==> src/rtl/assert_macros.svh <==
// assertion macros shared by the scheduler rtl
`ifndef ASSERT_MACROS_SVH
`define ASSERT_MACROS_SVH

`ifndef SYNTHESIS

// antecedent implies consequent in the same cycle
`define ASSERT_IMPLY(lbl, clk, rst, ante, cons, msg) \
   lbl: assert property (@(posedge clk) disable iff (rst) (ante) |-> (cons)) \
      else $error(msg);

// antecedent implies consequent in the following cycle
`define ASSERT_NEXT(lbl, clk, rst, ante, cons, msg) \
   lbl: assert property (@(posedge clk) disable iff (rst) (ante) |=> (cons)) \
      else $error(msg);

// condition never holds
`define ASSERT_NEVER(lbl, clk, rst, cond, msg) \
   lbl: assert property (@(posedge clk) disable iff (rst) !(cond)) \
      else $error(msg);

`else

`define ASSERT_IMPLY(lbl, clk, rst, ante, cons, msg)
`define ASSERT_NEXT(lbl, clk, rst, ante, cons, msg)
`define ASSERT_NEVER(lbl, clk, rst, cond, msg)

`endif

`endif

==> src/rtl/pbts_pkg.sv <==
// types and constants of the priority bitmap scheduler
`default_nettype none

package pbts_pkg;

   // field widths
   localparam int ACT_W   = 2;
   localparam int PRIO_W  = 6;
   localparam int TASK_W  = 5;
   localparam int TSTAT_W = 2;
   localparam int CTX_W   = 2;
   localparam int STAT_W  = 2;

   // default number of priority levels
   localparam int PRIO_LEVELS_DEF = 32;

   // task id that stands for the idle task
   localparam logic [TASK_W-1:0] IDLE_TASK_ID = TASK_W'(16);

   // action codes
   localparam logic [ACT_W-1:0] ACT_SET   = 2'd0;
   localparam logic [ACT_W-1:0] ACT_CLEAR = 2'd1;
   localparam logic [ACT_W-1:0] ACT_SCHED = 2'd2;

   // call context codes
   localparam logic [CTX_W-1:0] CTX_TASK = 2'd0;
   localparam logic [CTX_W-1:0] CTX_CAT2 = 2'd2;

   // current task state codes
   localparam logic [TSTAT_W-1:0] TS_RUNNING   = 2'd0;
   localparam logic [TSTAT_W-1:0] TS_WAITING   = 2'd2;
   localparam logic [TSTAT_W-1:0] TS_SUSPENDED = 2'd3;

   // result status codes
   localparam logic [STAT_W-1:0] ST_OK       = 2'd0;
   localparam logic [STAT_W-1:0] ST_RES_ERR  = 2'd1;
   localparam logic [STAT_W-1:0] ST_CALL_ERR = 2'd2;

   // one request item
   typedef struct packed {
      logic [ACT_W-1:0]   action;
      logic [PRIO_W-1:0]  prio;
      logic [TASK_W-1:0]  task_id;
      logic [TSTAT_W-1:0] task_status;
      logic               preemptable;
      logic               resource_held;
      logic [CTX_W-1:0]   call_context;
      logic               isr_level;
      logic               dispatch_locked;
      logic               os_running;
   } req_item_type;

   // one response item
   typedef struct packed {
      logic [STAT_W-1:0] status;
      logic [TASK_W-1:0] high_task;
      logic              dispatch_now;
      logic              defer_dispatch;
      logic              preempted;
      logic              post_hook;
   } rsp_item_type;

endpackage

`default_nettype wire

==> src/rtl/pbts_if.sv <==
// request and response channel interfaces of the scheduler
`default_nettype none

interface pbts_req_if;
   import pbts_pkg::*;

   logic               valid;
   logic               ready;
   logic [ACT_W-1:0]   action;
   logic [PRIO_W-1:0]  prio;
   logic [TASK_W-1:0]  task_id;
   logic [TSTAT_W-1:0] task_status;
   logic               preemptable;
   logic               resource_held;
   logic [CTX_W-1:0]   call_context;
   logic               isr_level;
   logic               dispatch_locked;
   logic               os_running;

   modport source (
      output valid, action, prio, task_id, task_status, preemptable,
             resource_held, call_context, isr_level, dispatch_locked, os_running,
      input  ready
   );

   modport sink (
      input  valid, action, prio, task_id, task_status, preemptable,
             resource_held, call_context, isr_level, dispatch_locked, os_running,
      output ready
   );
endinterface

interface pbts_rsp_if;
   import pbts_pkg::*;

   logic              valid;
   logic              ready;
   logic [STAT_W-1:0] status;
   logic [TASK_W-1:0] high_task;
   logic              dispatch_now;
   logic              defer_dispatch;
   logic              preempted;
   logic              post_hook;

   modport source (
      output valid, status, high_task, dispatch_now, defer_dispatch, preempted,
             post_hook,
      input  ready
   );

   modport sink (
      input  valid, status, high_task, dispatch_now, defer_dispatch, preempted,
             post_hook,
      output ready
   );
endinterface

`default_nettype wire

==> src/rtl/pbts_ram.sv <==
// generic single write port ram with registered read
`default_nettype none

module pbts_ram #(
   parameter int WIDTH = pbts_pkg::TASK_W,
   parameter int DEPTH = pbts_pkg::PRIO_LEVELS_DEF
) (
   input  wire                      clock,
   input  wire                      wr_en,
   input  wire  [$clog2(DEPTH)-1:0] wr_addr,
   input  wire  [WIDTH-1:0]         wr_data,
   input  wire  [$clog2(DEPTH)-1:0] rd_addr,
   output logic [WIDTH-1:0]         rd_data
);
   logic [WIDTH-1:0] mem_ff [DEPTH];
   logic [WIDTH-1:0] rd_data_ff;

   // write port
   always_ff @(posedge clock) begin
      if (wr_en) begin
         mem_ff[wr_addr] <= wr_data;
      end
   end

   // registered read port
   always_ff @(posedge clock) begin
      rd_data_ff <= mem_ff[rd_addr];
   end

   assign rd_data = rd_data_ff;
endmodule

`default_nettype wire

==> src/rtl/priority_bitmap_task_scheduler.sv <==
// Priority bitmap task scheduler, top level.
//
// req_ch carries set, clear and schedule actions; rsp_ch returns exactly one
// result per accepted request, in request order. Set and clear only update
// the ready bitmap and the task table and return an all-zero result; a
// schedule returns the status, the highest ready task and the dispatch flags.
// The ready bitmap sits in flip-flops, the priority-to-task table in a RAM
// with a registered read.
// A request accepted on req_ch is held in the lookup stage, and its result is
// registered in the output register before it is offered on rsp_ch. A new
// request is taken only once the lookup stage is empty; the lookup stage holds
// a request while its table read result is used and any preempt write-back is
// done, and req_ch.ready stays low while it is held.
// The output register frees the lookup stage, so one request may be taken
// while a result waits on rsp_ch; with the receiver stalled one result waits
// and one more request sits in the lookup stage, then req_ch.ready stays low.
// Reset (synchronous, active high) clears the bitmap and empties both stages;
// table entries keep no reset value and are read only after being written.
`default_nettype none
`include "assert_macros.svh"

module priority_bitmap_task_scheduler #(
   parameter int PRIO_LEVELS = pbts_pkg::PRIO_LEVELS_DEF
) (
   input wire         clock,
   input wire         reset,
   pbts_req_if.sink   req_ch,
   pbts_rsp_if.source rsp_ch
);
   import pbts_pkg::*;

   localparam int IDX_W = $clog2(PRIO_LEVELS);
   localparam logic [PRIO_W:0] PRIO_LIM = (PRIO_W+1)'(PRIO_LEVELS);

   req_item_type            req_item;
   logic                    req_xfer;
   logic                    req_in_range;
   logic [IDX_W-1:0]        enc_hp;
   logic                    enc_found;

   logic                    s1_valid_ff, s1_valid_in;
   req_item_type            s1_item_ff;
   logic [IDX_W-1:0]        s1_hp_ff;
   logic                    s1_found_ff;
   logic                    s1_adv;
   logic                    s1_in_range;
   logic                    s1_pre_wr;
   logic [IDX_W-1:0]        s1_idx;

   logic [PRIO_LEVELS-1:0]  ready_bits_ff, ready_bits_in;

   logic                    ram_wr_en;
   logic [IDX_W-1:0]        ram_wr_addr;
   logic [TASK_W-1:0]       ram_wr_data;
   logic [IDX_W-1:0]        ram_rd_addr;
   logic [TASK_W-1:0]       ram_rd_data;

   rsp_item_type            res;
   logic [TASK_W-1:0]       high;
   logic                    cur_busy;
   logic                    high_busy;
   logic                    res_err;
   logic                    lvl_err;

   logic                    out_valid_ff, out_valid_in;
   rsp_item_type            out_item_ff;

   // request payload
   always_comb begin
      req_item.action          = req_ch.action;
      req_item.prio            = req_ch.prio;
      req_item.task_id         = req_ch.task_id;
      req_item.task_status     = req_ch.task_status;
      req_item.preemptable     = req_ch.preemptable;
      req_item.resource_held   = req_ch.resource_held;
      req_item.call_context    = req_ch.call_context;
      req_item.isr_level       = req_ch.isr_level;
      req_item.dispatch_locked = req_ch.dispatch_locked;
      req_item.os_running      = req_ch.os_running;
   end

   // handshakes
   assign req_ch.ready = !s1_valid_ff;
   assign req_xfer     = req_ch.valid && !s1_valid_ff;
   assign s1_adv       = s1_valid_ff && (!out_valid_ff || rsp_ch.ready);
   assign req_in_range = {1'b0, req_item.prio} < PRIO_LIM;

   // highest set bit of the ready bitmap
   always_comb begin
      enc_hp = '0;
      for (int i = 0; i < PRIO_LEVELS; i++) begin
         if (ready_bits_ff[i]) begin
            enc_hp = IDX_W'(i);
         end
      end
   end
   assign enc_found = |ready_bits_ff;

   // lookup stage
   always_comb begin
      s1_valid_in = s1_valid_ff;
      if (req_xfer) begin
         s1_valid_in = 1'b1;
      end else if (s1_adv) begin
         s1_valid_in = 1'b0;
      end
   end

   always_ff @(posedge clock) begin
      if (reset) begin
         s1_valid_ff <= 1'b0;
      end else begin
         s1_valid_ff <= s1_valid_in;
      end
   end

   always_ff @(posedge clock) begin
      if (req_xfer) begin
         s1_item_ff  <= req_item;
         s1_hp_ff    <= enc_hp;
         s1_found_ff <= enc_found;
      end
   end

   assign s1_idx      = s1_item_ff.prio[IDX_W-1:0];
   assign s1_in_range = {1'b0, s1_item_ff.prio} < PRIO_LIM;

   // task table: read the found priority, hold the address while stalled
   assign ram_rd_addr = s1_valid_ff ? s1_hp_ff : enc_hp;
   assign ram_wr_en   = (req_xfer && req_item.action == ACT_SET && req_in_range)
                        || (s1_adv && s1_pre_wr);
   assign ram_wr_addr = s1_valid_ff ? s1_idx : req_item.prio[IDX_W-1:0];
   assign ram_wr_data = s1_valid_ff ? s1_item_ff.task_id : req_item.task_id;

   pbts_ram #(
      .WIDTH (TASK_W),
      .DEPTH (PRIO_LEVELS)
   ) u_task_ram (
      .clock   (clock),
      .wr_en   (ram_wr_en),
      .wr_addr (ram_wr_addr),
      .wr_data (ram_wr_data),
      .rd_addr (ram_rd_addr),
      .rd_data (ram_rd_data)
   );

   // schedule decision
   always_comb begin
      res       = '0;
      res.status = ST_OK;
      high      = s1_found_ff ? ram_rd_data : IDLE_TASK_ID;
      cur_busy  = s1_item_ff.task_id < IDLE_TASK_ID;
      high_busy = high < IDLE_TASK_ID;
      res_err   = cur_busy && s1_item_ff.resource_held
                  && s1_item_ff.call_context != CTX_CAT2;
      lvl_err   = s1_item_ff.call_context != CTX_TASK
                  && s1_item_ff.call_context != CTX_CAT2;
      if (s1_item_ff.action == ACT_SCHED) begin
         if (res_err) begin
            res.status = ST_RES_ERR;
         end else if (lvl_err) begin
            res.status = ST_CALL_ERR;
         end else begin
            res.high_task = high;
            if (cur_busy && high_busy) begin
               if (s1_item_ff.task_status == TS_RUNNING
                   && PRIO_W'(s1_hp_ff) > s1_item_ff.prio) begin
                  if (s1_item_ff.preemptable) begin
                     res.post_hook = 1'b1;
                     res.preempted = 1'b1;
                     if (!s1_item_ff.isr_level && !s1_item_ff.dispatch_locked) begin
                        res.dispatch_now = 1'b1;
                     end else if (!s1_item_ff.dispatch_locked) begin
                        res.defer_dispatch = 1'b1;
                     end
                  end
               end else if (s1_item_ff.task_status == TS_SUSPENDED
                            || s1_item_ff.task_status == TS_WAITING) begin
                  res.post_hook    = 1'b1;
                  res.dispatch_now = 1'b1;
               end
            end else if (s1_item_ff.task_id == IDLE_TASK_ID && high_busy) begin
               if (s1_item_ff.isr_level && s1_item_ff.os_running) begin
                  res.defer_dispatch = 1'b1;
               end
            end else if (cur_busy && high == IDLE_TASK_ID) begin
               if (s1_item_ff.task_status != TS_RUNNING) begin
                  res.post_hook = 1'b1;
                  if (!s1_item_ff.isr_level) begin
                     res.dispatch_now = 1'b1;
                  end else begin
                     res.defer_dispatch = 1'b1;
                  end
               end
            end
         end
      end
   end

   assign s1_pre_wr = res.preempted && s1_in_range;

   // ready bitmap update
   always_comb begin
      ready_bits_in = ready_bits_ff;
      if (req_xfer && req_in_range) begin
         if (req_item.action == ACT_SET) begin
            ready_bits_in[req_item.prio[IDX_W-1:0]] = 1'b1;
         end else if (req_item.action == ACT_CLEAR) begin
            ready_bits_in[req_item.prio[IDX_W-1:0]] = 1'b0;
         end
      end
      if (s1_adv && s1_pre_wr) begin
         ready_bits_in[s1_idx] = 1'b1;
      end
   end

   always_ff @(posedge clock) begin
      if (reset) begin
         ready_bits_ff <= '0;
      end else begin
         ready_bits_ff <= ready_bits_in;
      end
   end

   // output register
   always_comb begin
      out_valid_in = out_valid_ff;
      if (s1_adv) begin
         out_valid_in = 1'b1;
      end else if (rsp_ch.ready) begin
         out_valid_in = 1'b0;
      end
   end

   always_ff @(posedge clock) begin
      if (reset) begin
         out_valid_ff <= 1'b0;
      end else begin
         out_valid_ff <= out_valid_in;
      end
   end

   always_ff @(posedge clock) begin
      if (s1_adv) begin
         out_item_ff <= res;
      end
   end

   assign rsp_ch.valid          = out_valid_ff;
   assign rsp_ch.status         = out_item_ff.status;
   assign rsp_ch.high_task      = out_item_ff.high_task;
   assign rsp_ch.dispatch_now   = out_item_ff.dispatch_now;
   assign rsp_ch.defer_dispatch = out_item_ff.defer_dispatch;
   assign rsp_ch.preempted      = out_item_ff.preempted;
   assign rsp_ch.post_hook      = out_item_ff.post_hook;

   // checks
   `ASSERT_NEXT(a_adv_fills_out, clock, reset, s1_adv, out_valid_ff,
                "lookup stage advanced but no result registered")
   `ASSERT_IMPLY(a_err_fields_zero, clock, reset,
                 out_valid_ff && out_item_ff.status != ST_OK,
                 out_item_ff.high_task == '0 && !out_item_ff.dispatch_now
                 && !out_item_ff.defer_dispatch && !out_item_ff.preempted,
                 "error result carries schedule fields")
   `ASSERT_NEVER(a_now_and_defer, clock, reset,
                 out_valid_ff && out_item_ff.dispatch_now && out_item_ff.defer_dispatch,
                 "dispatch both immediate and deferred")
   `ASSERT_IMPLY(a_pre_hook, clock, reset, out_valid_ff && out_item_ff.preempted,
                 out_item_ff.post_hook, "preemption without post-task hook")
   `ASSERT_NEXT(a_pre_sets_bit, clock, reset, s1_adv && s1_pre_wr,
                ready_bits_ff[$past(s1_idx)], "preempted task not marked ready")
endmodule

`default_nettype wire

==> src/flat_wrapper.sv <==
// flat-port wrapper written by rule: the top's interface ports become plain ports
module priority_bitmap_task_scheduler_flat import pbts_pkg::*;
#(
   parameter int PRIO_LEVELS = pbts_pkg::PRIO_LEVELS_DEF
)
  (clock, reset, req_ch_valid, req_ch_action, req_ch_prio, req_ch_task_id, req_ch_task_status, req_ch_preemptable, req_ch_resource_held, req_ch_call_context, req_ch_isr_level, req_ch_dispatch_locked, req_ch_os_running, req_ch_ready, rsp_ch_valid, rsp_ch_status, rsp_ch_high_task, rsp_ch_dispatch_now, rsp_ch_defer_dispatch, rsp_ch_preempted, rsp_ch_post_hook, rsp_ch_ready);
  pbts_req_if req_ch_i ();
  pbts_rsp_if rsp_ch_i ();
  input wire clock;
  input wire reset;
  input wire logic [$bits(req_ch_i.valid)-1:0] req_ch_valid;
  input wire logic [$bits(req_ch_i.action)-1:0] req_ch_action;
  input wire logic [$bits(req_ch_i.prio)-1:0] req_ch_prio;
  input wire logic [$bits(req_ch_i.task_id)-1:0] req_ch_task_id;
  input wire logic [$bits(req_ch_i.task_status)-1:0] req_ch_task_status;
  input wire logic [$bits(req_ch_i.preemptable)-1:0] req_ch_preemptable;
  input wire logic [$bits(req_ch_i.resource_held)-1:0] req_ch_resource_held;
  input wire logic [$bits(req_ch_i.call_context)-1:0] req_ch_call_context;
  input wire logic [$bits(req_ch_i.isr_level)-1:0] req_ch_isr_level;
  input wire logic [$bits(req_ch_i.dispatch_locked)-1:0] req_ch_dispatch_locked;
  input wire logic [$bits(req_ch_i.os_running)-1:0] req_ch_os_running;
  output wire logic [$bits(req_ch_i.ready)-1:0] req_ch_ready;
  output wire logic [$bits(rsp_ch_i.valid)-1:0] rsp_ch_valid;
  output wire logic [$bits(rsp_ch_i.status)-1:0] rsp_ch_status;
  output wire logic [$bits(rsp_ch_i.high_task)-1:0] rsp_ch_high_task;
  output wire logic [$bits(rsp_ch_i.dispatch_now)-1:0] rsp_ch_dispatch_now;
  output wire logic [$bits(rsp_ch_i.defer_dispatch)-1:0] rsp_ch_defer_dispatch;
  output wire logic [$bits(rsp_ch_i.preempted)-1:0] rsp_ch_preempted;
  output wire logic [$bits(rsp_ch_i.post_hook)-1:0] rsp_ch_post_hook;
  input wire logic [$bits(rsp_ch_i.ready)-1:0] rsp_ch_ready;
  assign req_ch_i.valid = req_ch_valid;
  assign req_ch_i.action = req_ch_action;
  assign req_ch_i.prio = req_ch_prio;
  assign req_ch_i.task_id = req_ch_task_id;
  assign req_ch_i.task_status = req_ch_task_status;
  assign req_ch_i.preemptable = req_ch_preemptable;
  assign req_ch_i.resource_held = req_ch_resource_held;
  assign req_ch_i.call_context = req_ch_call_context;
  assign req_ch_i.isr_level = req_ch_isr_level;
  assign req_ch_i.dispatch_locked = req_ch_dispatch_locked;
  assign req_ch_i.os_running = req_ch_os_running;
  assign req_ch_ready = req_ch_i.ready;
  assign rsp_ch_valid = rsp_ch_i.valid;
  assign rsp_ch_status = rsp_ch_i.status;
  assign rsp_ch_high_task = rsp_ch_i.high_task;
  assign rsp_ch_dispatch_now = rsp_ch_i.dispatch_now;
  assign rsp_ch_defer_dispatch = rsp_ch_i.defer_dispatch;
  assign rsp_ch_preempted = rsp_ch_i.preempted;
  assign rsp_ch_post_hook = rsp_ch_i.post_hook;
  assign rsp_ch_i.ready = rsp_ch_ready;
  priority_bitmap_task_scheduler #(.PRIO_LEVELS(PRIO_LEVELS)) u_core (.clock(clock), .reset(reset), .req_ch(req_ch_i), .rsp_ch(rsp_ch_i));
endmodule
==> config.mk <==
export PLATFORM = sky130hd
export DESIGN_NAME = priority_bitmap_task_scheduler_flat
export DESIGN_NICKNAME = d
export VERILOG_FILES = /design/src/rtl/pbts_pkg.sv /design/src/rtl/pbts_if.sv /design/src/rtl/pbts_ram.sv /design/src/rtl/priority_bitmap_task_scheduler.sv /design/src/flat_wrapper.sv
export VERILOG_INCLUDE_DIRS = /design/src /design/src/rtl
export SDC_FILE = /design/constraint.sdc
export NUM_CORES = 1
export LEC_CHECK = 0
export ABC_AREA = 1
export BUFFER_PORTS_ARGS = -buffer_cell sky130_fd_sc_hd__buf_4
export CORE_MARGIN = 4
export CORE_UTILIZATION = 31
export CTS_BUF_LIST = sky130_fd_sc_hd__clkbuf_8
export CTS_CLUSTER_SIZE = 25
export DETAILED_ROUTE_END_ITERATION = 6
export GPL_TIMING_DRIVEN = 1
export PLACE_DENSITY = 0.48
export SLEW_MARGIN = 20
export SYNTH_ARGS = -nofsm -noshare
export SYNTH_HDL_FRONTEND = slang
export SYNTH_SLANG_ARGS = --single-unit
==> constraint.sdc <==
create_clock -name clock -period 8.55 [get_ports clock]
set_input_delay 1.2825 -clock clock [delete_from_list [all_inputs] [get_ports clock]]
set_output_delay 1.2825 -clock clock [all_outputs]
set_load 0.02 [all_outputs]
== Word level (Yosys, flattened, before mapping) ==
Memories as Yosys holds them, arrays and structs flattened. A register that Yosys moved wholly into a read port is not among the register bits.
Index checks and enable logic that the tools add are counted.
Cells by class
  multiplexer cells: 75
  reduce and logical (&&, ||, !) cells: 34
  $lt $le $gt $ge: 9
  bitwise operators: 5
  eq/ne operators: 7
Operator list (number)
  $mux W32: 4
  $mux W5: 20
  $or A32 B32 Y32: 2
  $mux W4: 9
  $and A32 B32 Y32: 1
  $not A32 Y32: 1
  $reduce_or A32 Y1: 1
  $mux W1: 26
  $mux W2: 10
  $logic_and A1 B1 Y1: 18
  $lt A5 B6 Y1 const B: 2
  $lt A6 B6 Y1 const B: 2
  $mux W3: 4
  $demux W1 S5: 2
  $eq A5 B5 Y1 const B: 2
  $ge A5 B1 Y1 const B: 2
  $lt A5 B5 Y1 const B: 2
  $reduce_bool A2 Y1: 4
  $eq A2 B2 Y1 const B: 3
  $gt A5 B6 Y1: 1
  $logic_not A1 Y1: 4
  $logic_not A2 Y1: 2
  $logic_or A1 B1 Y1: 3
  $reduce_or A3 Y1: 1
  4 further kinds: 4
Word-level totals
  flip-flop bits (word level): 73
  output and inout port bits: 13
  word-level logic and storage cells: 153
  memories kept: 1
  RAM bits: 160
Memories
  u_core.u_task_ram.mem_ff: depth 32, bits a word 5, read ports 1, clocked after memory_dff 1, wr ports 1, line pbts_ram.sv:15  | logic [WIDTH-1:0] mem_ff [DEPTH];

== Longest topological paths before layout ==
  depth after elaboration: 32
  mapped depth: 41
  depth with buffers taken out: 40

== By module ==
Synthesis repeated with hierarchy kept, for this count alone.
Unflattened totals
  cell total of the unflattened synthesis: 1071
  area total of the unflattened synthesis: 10583.9 µm²
By module, submodules not included
  pbts_ram: area each 6796.5 µm², cells an instance 595, seq. area each 4904.7 µm², times used 1
  priority_bitmap_task_scheduler: area each 3787.4 µm², cells an instance 476, seq. area each 1851.8 µm², times used 1

== Worst setup path before layout ==
OpenSTA, ideal clock, no wires.
  kind: input-to-reg
  start: input req_ch_valid
  end: register u_core.s1_found_ff (enable)
  buffers on the path: 0
  data arrival time: 2.525 ns
  required time: 8.137 ns
  slack: 5.612 ns
  stages: 2
  cell sequence: inv_1 -> nor2_1
Between the ends
  word-level cells in the longest chain between the ends: 1
RTL lines
  from (decl): line flat_wrapper.sv:11  | input wire logic [$bits(req_ch_i.valid)-1:0] req_ch_valid;
  $logic_and A1 B1 Y1: line priority_bitmap_task_scheduler.sv:84  | assign req_xfer = req_ch.valid && !s1_valid_ff;
  net u_core.req_xfer: line priority_bitmap_task_scheduler.sv:36  | logic req_xfer;
  to (signal assigned): line priority_bitmap_task_scheduler.sv:121  | s1_found_ff <= enc_found;
  to (decl): line priority_bitmap_task_scheduler.sv:44  | logic s1_found_ff;
The timed path passes the listed nets, and every way through them passes these cells.
A chain may end at the register's enable or synchronous reset.

== Final worst setup path ==
  start: register u_core.s1_valid_ff
  end: register u_core.u_task_ram.rd_data_ff[3] (netlist: u_core.u_task_ram.rd_data[3]) (read register of u_core.u_task_ram.mem_ff)
Between the ends
  word-level cells in the longest chain between the ends: 1
RTL lines
  from (decl): line priority_bitmap_task_scheduler.sv:41  | logic s1_valid_ff, s1_valid_in;
  from (signal assigned): line priority_bitmap_task_scheduler.sv:113  | s1_valid_ff <= s1_valid_in;
  $mux W5: line priority_bitmap_task_scheduler.sv:129  | assign ram_rd_addr = s1_valid_ff ? s1_hp_ff : enc_hp;
  to (decl): line pbts_ram.sv:16  | logic [WIDTH-1:0] rd_data_ff;
No other way between the ends.

==> results by group <==
Clock network
  • Clk_lat worst skew: 560 ps
  • Reg clk slew, reported paths: 60 ps
  • Post_cts resized: 0
  • Clock buffer depth: 3
  • Clock Tree Root: clkbuf_8
  • CTS tree: yes
  • Post-CTS Setup Bufs: 0
  • CTS sink cnt: 238
  • H-tree depth: 2
  • CTS Buf Count: between 40 and 50
  • Hold buffer count at CTS: 0

Layout
  • Antenna cells: 0
  • Nets: 1304
  • Layout cells sized above 1: 0.0957
  • Layout fillers: 3638
  • Area grow syn2layout: 14.3%

Critical path
  • Register-to-Register Path Depth: 12
  • Crit Path Class: reg2reg
  • FF-to-FF setup slack: 4660 ps
  • Crit path cell chain: clkinv_1, or2_2, o21ai_2, buf_4, inv_1, buf_4, nand3_1, nand3_1, nand3_1, nand2_1, nand2_1, nand2_1
  • Reg-to-Reg End: u_core.u_task_ram.rd_data[3]
  • Worst path bufs/invs: 4
  • Critical Path Start Type: register
  • CP delay by family, top: buffers and inverters
  • Crit path from: u_core.s1_valid_ff
  • Critical path required time: 9010 ps
  • Slowest stage delay, CP: just under 800 ps
  • Crit path max fanout: 41
  • CP Depth: 12
  • Worst R2R Start: u_core.s1_valid_ff
  • CP arrival: 4340 ps
  • CP max-delay cell: dfxtp_1
  • Critical path endpoint category: register
  • Crit path to: u_core.u_task_ram.rd_data[3]

Timing
  • Slew HR: 0.347
  • Final Critical Period: 3890 ps
  • Worst-margin pin slew: a little under 1000 ps
  • Clk_skew: 46.4 ps
  • Setup-failing EPs final: 0
  • RSZ-0062 raised after global routing: false
  • Setup TNS: 0 ps
  • Final WS setup: 4660 ps
  • Fmax: 257 MHz
  • Final cycle utilization of the critical path: 0.455
  • Final Max Tran Viols: 0
  • Final Hold Vio Count: 0

Routing
  • DR iter-0 viols: 664
  • Routed Antenna Nets: 0
  • Vias: ~8.4k
  • DRT Pass-1 Iters: 5
  • Routed WL per cell: 17.3 µm
  • Drt total wl: 30.5 mm
  • Vias/cell: 4.78
  • Drt drc: 0

Logic synthesis
  • Syn_area_per_cell: 9.02 µm²
  • Largest area contributor in the netlist: edfxtp_1
  • Yosys top cell area share: 0.538
  • Post-synthesis cell count: 1231
  • Register area share after synthesis: 0.608
  • Synth unique cells: 32
  • Post-synth net total: about 1.3k
  • Ys Warns: 0
  • Seq cells post-synth: around 240
  • Top post-synthesis cells by area: edfxtp_1, nand2_1, nand3_1
  • Cell Area, Synth: 0.0111 mm²

Placed design
  • Port bufs: 38
  • Dpl ws: 4640 ps
  • GP Congestion: 0.795
  • Dpl hpwl: 19.1 mm

Global routing
  • Initial antenna violation count: 0
  • Via count of the first global-routing pass: just over 8k
  • Largest net degree at the start of global routing: 81
  • Global route overflow: 0
  • Overall Global Routing Usage: 0.156
  • First-pass GRT wire length: 47.4 mm

Pwr
  • Switching share of power: 0.268
  • Int Pwr: around 1.9 mW
  • Switch Pwr: 708 µW
  • Clock network power share: 0.397
  • Comb pwr share: 0.107
  • PD cells: 208 mW/mm²
  • Leak: 5.17 nW
  • Peak VDD IR: approximately 0.00010 V
  • Register share of total power: 0.496

Floorplan
  • I/O pin cnt: 39
  • Die Wd: 197 µm
  • Row count: 69
  • Core area: 0.0355 mm²
  • Die area: 0.0389 mm²
  • Height of the chip: 197 µm
  • Initial Utilization: 0.313

Flow run
  • Max-cap viol count: 0

Status
  • Status: finished, final reports clean

Min path
  • Hold Crit Class: reg2reg
-- cells in the mapped netlist --
cell,number
inv_2,4
a31oi_1,12
o21ai_0,26
mux2i_1,2
o21ai_1,3
a211oi_1,1
nor4_1,2
a221oi_1,3
nor3_1,13
ha_1,5
clkbuf_1,34
buf_4,5
nand2_2,1
nand3_1,203
nand3b_1,21
nand2_1,341
buf_2,11
o31ai_1,2
nand3_4,1
nand2_4,1
inv_1,149
a2111oi_0,2
or2_2,2
clkinv_1,3
nand4_1,3
nor2_1,113
edfxtp_1,199
dfxtp_1,39
buf_1,2
o22ai_1,1
a21oi_1,25
o21bai_1,2
-- cells by family after synthesis --
logic type,Yosys count,synth area share
AOI/OAI and AO/OA,77,0.0390
DFF,238,0.608
muxes,2,0.00180
buffers and inverters,208,0.0732
and+or+nand+nor,701,0.272
adders and majority gates,5,0.00563
-- power by group through the flow --
stage / Sequential (mW) / Clock [mW] / Combinational (mW)
floorplan: 1.33 / 0 / 0.180
global placement: 1.33 / 0 / 0.289
detailed placement: 1.33 / 0 / 0.288
CTS: 1.31 / 1.08 / 0.288
global route: 1.31 / 1.14 / 0.318
finish: 1.31 / 1.05 / 0.284
-- worst min path at each step --
stage                                  start                       end  slack (ps)  cells past startpoint
floorplan           u_core.ready_bits_ff[17]  u_core.ready_bits_ff[17]         480                      2
global placement         u_core.rsp_ch.valid       u_core.rsp_ch.valid         490                      2
detailed placement  u_core.ready_bits_ff[19]  u_core.ready_bits_ff[19]         500                      2
CTS                 u_core.ready_bits_ff[19]  u_core.ready_bits_ff[19]         510                      2
global route        u_core.ready_bits_ff[19]  u_core.ready_bits_ff[19]         530                      2
finish                   u_core.rsp_ch.valid       u_core.rsp_ch.valid         500                      2
-- routing by layer --
metal	part of all wire	vias up	track usage
li1	-	4170	-
met1	0.46	4027	0.216
met2	0.47	198	0.253
met3	0.044	52	0.0263
met4	0.022	0	0.0447
met5	0	-	0
-- placed cells by master, fill, tap and decap left out --
cell type | synthesis | layout
a2111oi_0 | 2 | 2
a211oi_1 | 1 | 1
a21oi_1 | 25 | 25
a221oi_1 | 3 | 3
a31oi_1 | 12 | 12
buf_4 | 5 | 50
bufinv_16 | 0 | 1
clkbuf_8 | 0 | 50
clkinv_1 | 3 | 5
clkinv_2 | 0 | 3
clkinvlp_4 | 0 | 1
dfxtp_1 | 39 | 39
edfxtp_1 | 199 | 199
ha_1 | 5 | 5
inv_1 | 149 | 167
inv_12 | 0 | 1
inv_2 | 4 | 4
inv_6 | 0 | 1
mux2i_1 | 2 | 2
nand2_1 | 341 | 337
nand2_2 | 1 | 5
nand2_4 | 1 | 1
nand3_1 | 203 | 203
nand3_4 | 1 | 1
nand3b_1 | 21 | 21
nand4_1 | 3 | 3
nor2_1 | 113 | 111
nor2_2 | 0 | 2
nor3_1 | 13 | 12
nor3_2 | 0 | 1
nor4_1 | 2 | 2
o21ai_0 | 26 | 24
o21ai_1 | 3 | 3
o21ai_2 | 0 | 2
o21bai_1 | 2 | 2
o22ai_1 | 1 | 1
o31ai_1 | 2 | 2
or2_2 | 2 | 2
-- worst reg2reg max path: cells and delay by family (launching register included) --
family / cells / cell delay, ps
compound gates: 1 / 60
buf+inv: 4 / 1830
flops: 1 / 780
simple gates: 7 / 1120
-- state kept, by name (all words and copies together), names as in the netlist --
signal,flops
u_core.s1_item_ff,17
u_core.s1_valid_ff,1
u_core.u_task_ram.mem_ff,160
u_core.rsp_ch.status,2
u_core.s1_found_ff,1
u_core.rsp_ch.preempted,1
u_core.rsp_ch.post_hook,1
u_core.rsp_ch.valid,1
u_core.rsp_ch.defer_dispatch,1
u_core.rsp_ch.dispatch_now,1
u_core.u_task_ram.rd_data,5
u_core.s1_idx,5
u_core.ready_bits_ff,32
u_core.s1_hp_ff,5
u_core.rsp_ch.high_task,5
-- metrics by stage --
step	hold slack (ps)	power, mW	area [µm²]	instances	utilization
floorplan	476	1.51	11100	1231	-
global placement	493	1.62	11900	1690	0.334
detailed placement	497	1.62	11900	1690	0.334
CTS	507	2.68	12700	1767	0.358
global route	528	2.77	12700	1767	0.358
finish	504	2.64	12700	1767	0.358
-- area by class of cell --
| type | instances | area, µm² | area share |
|---|---|---|---|
| Inverter | 156 | 586 | 0.0461 |
| Sequential cell | 238 | 6760 | 0.532 |
| Clock inverter | 27 | 153 | 0.0120 |
| Timing Repair Buffer | 50 | 375 | 0.0296 |
| Tap cell | 461 | 577 | 0.0454 |
| Multi-Input combinational cell | 785 | 3560 | 0.281 |
| Clock buffer | 50 | 688 | 0.0542 |
Note: power is estimated with default switching activity, not from simulation.
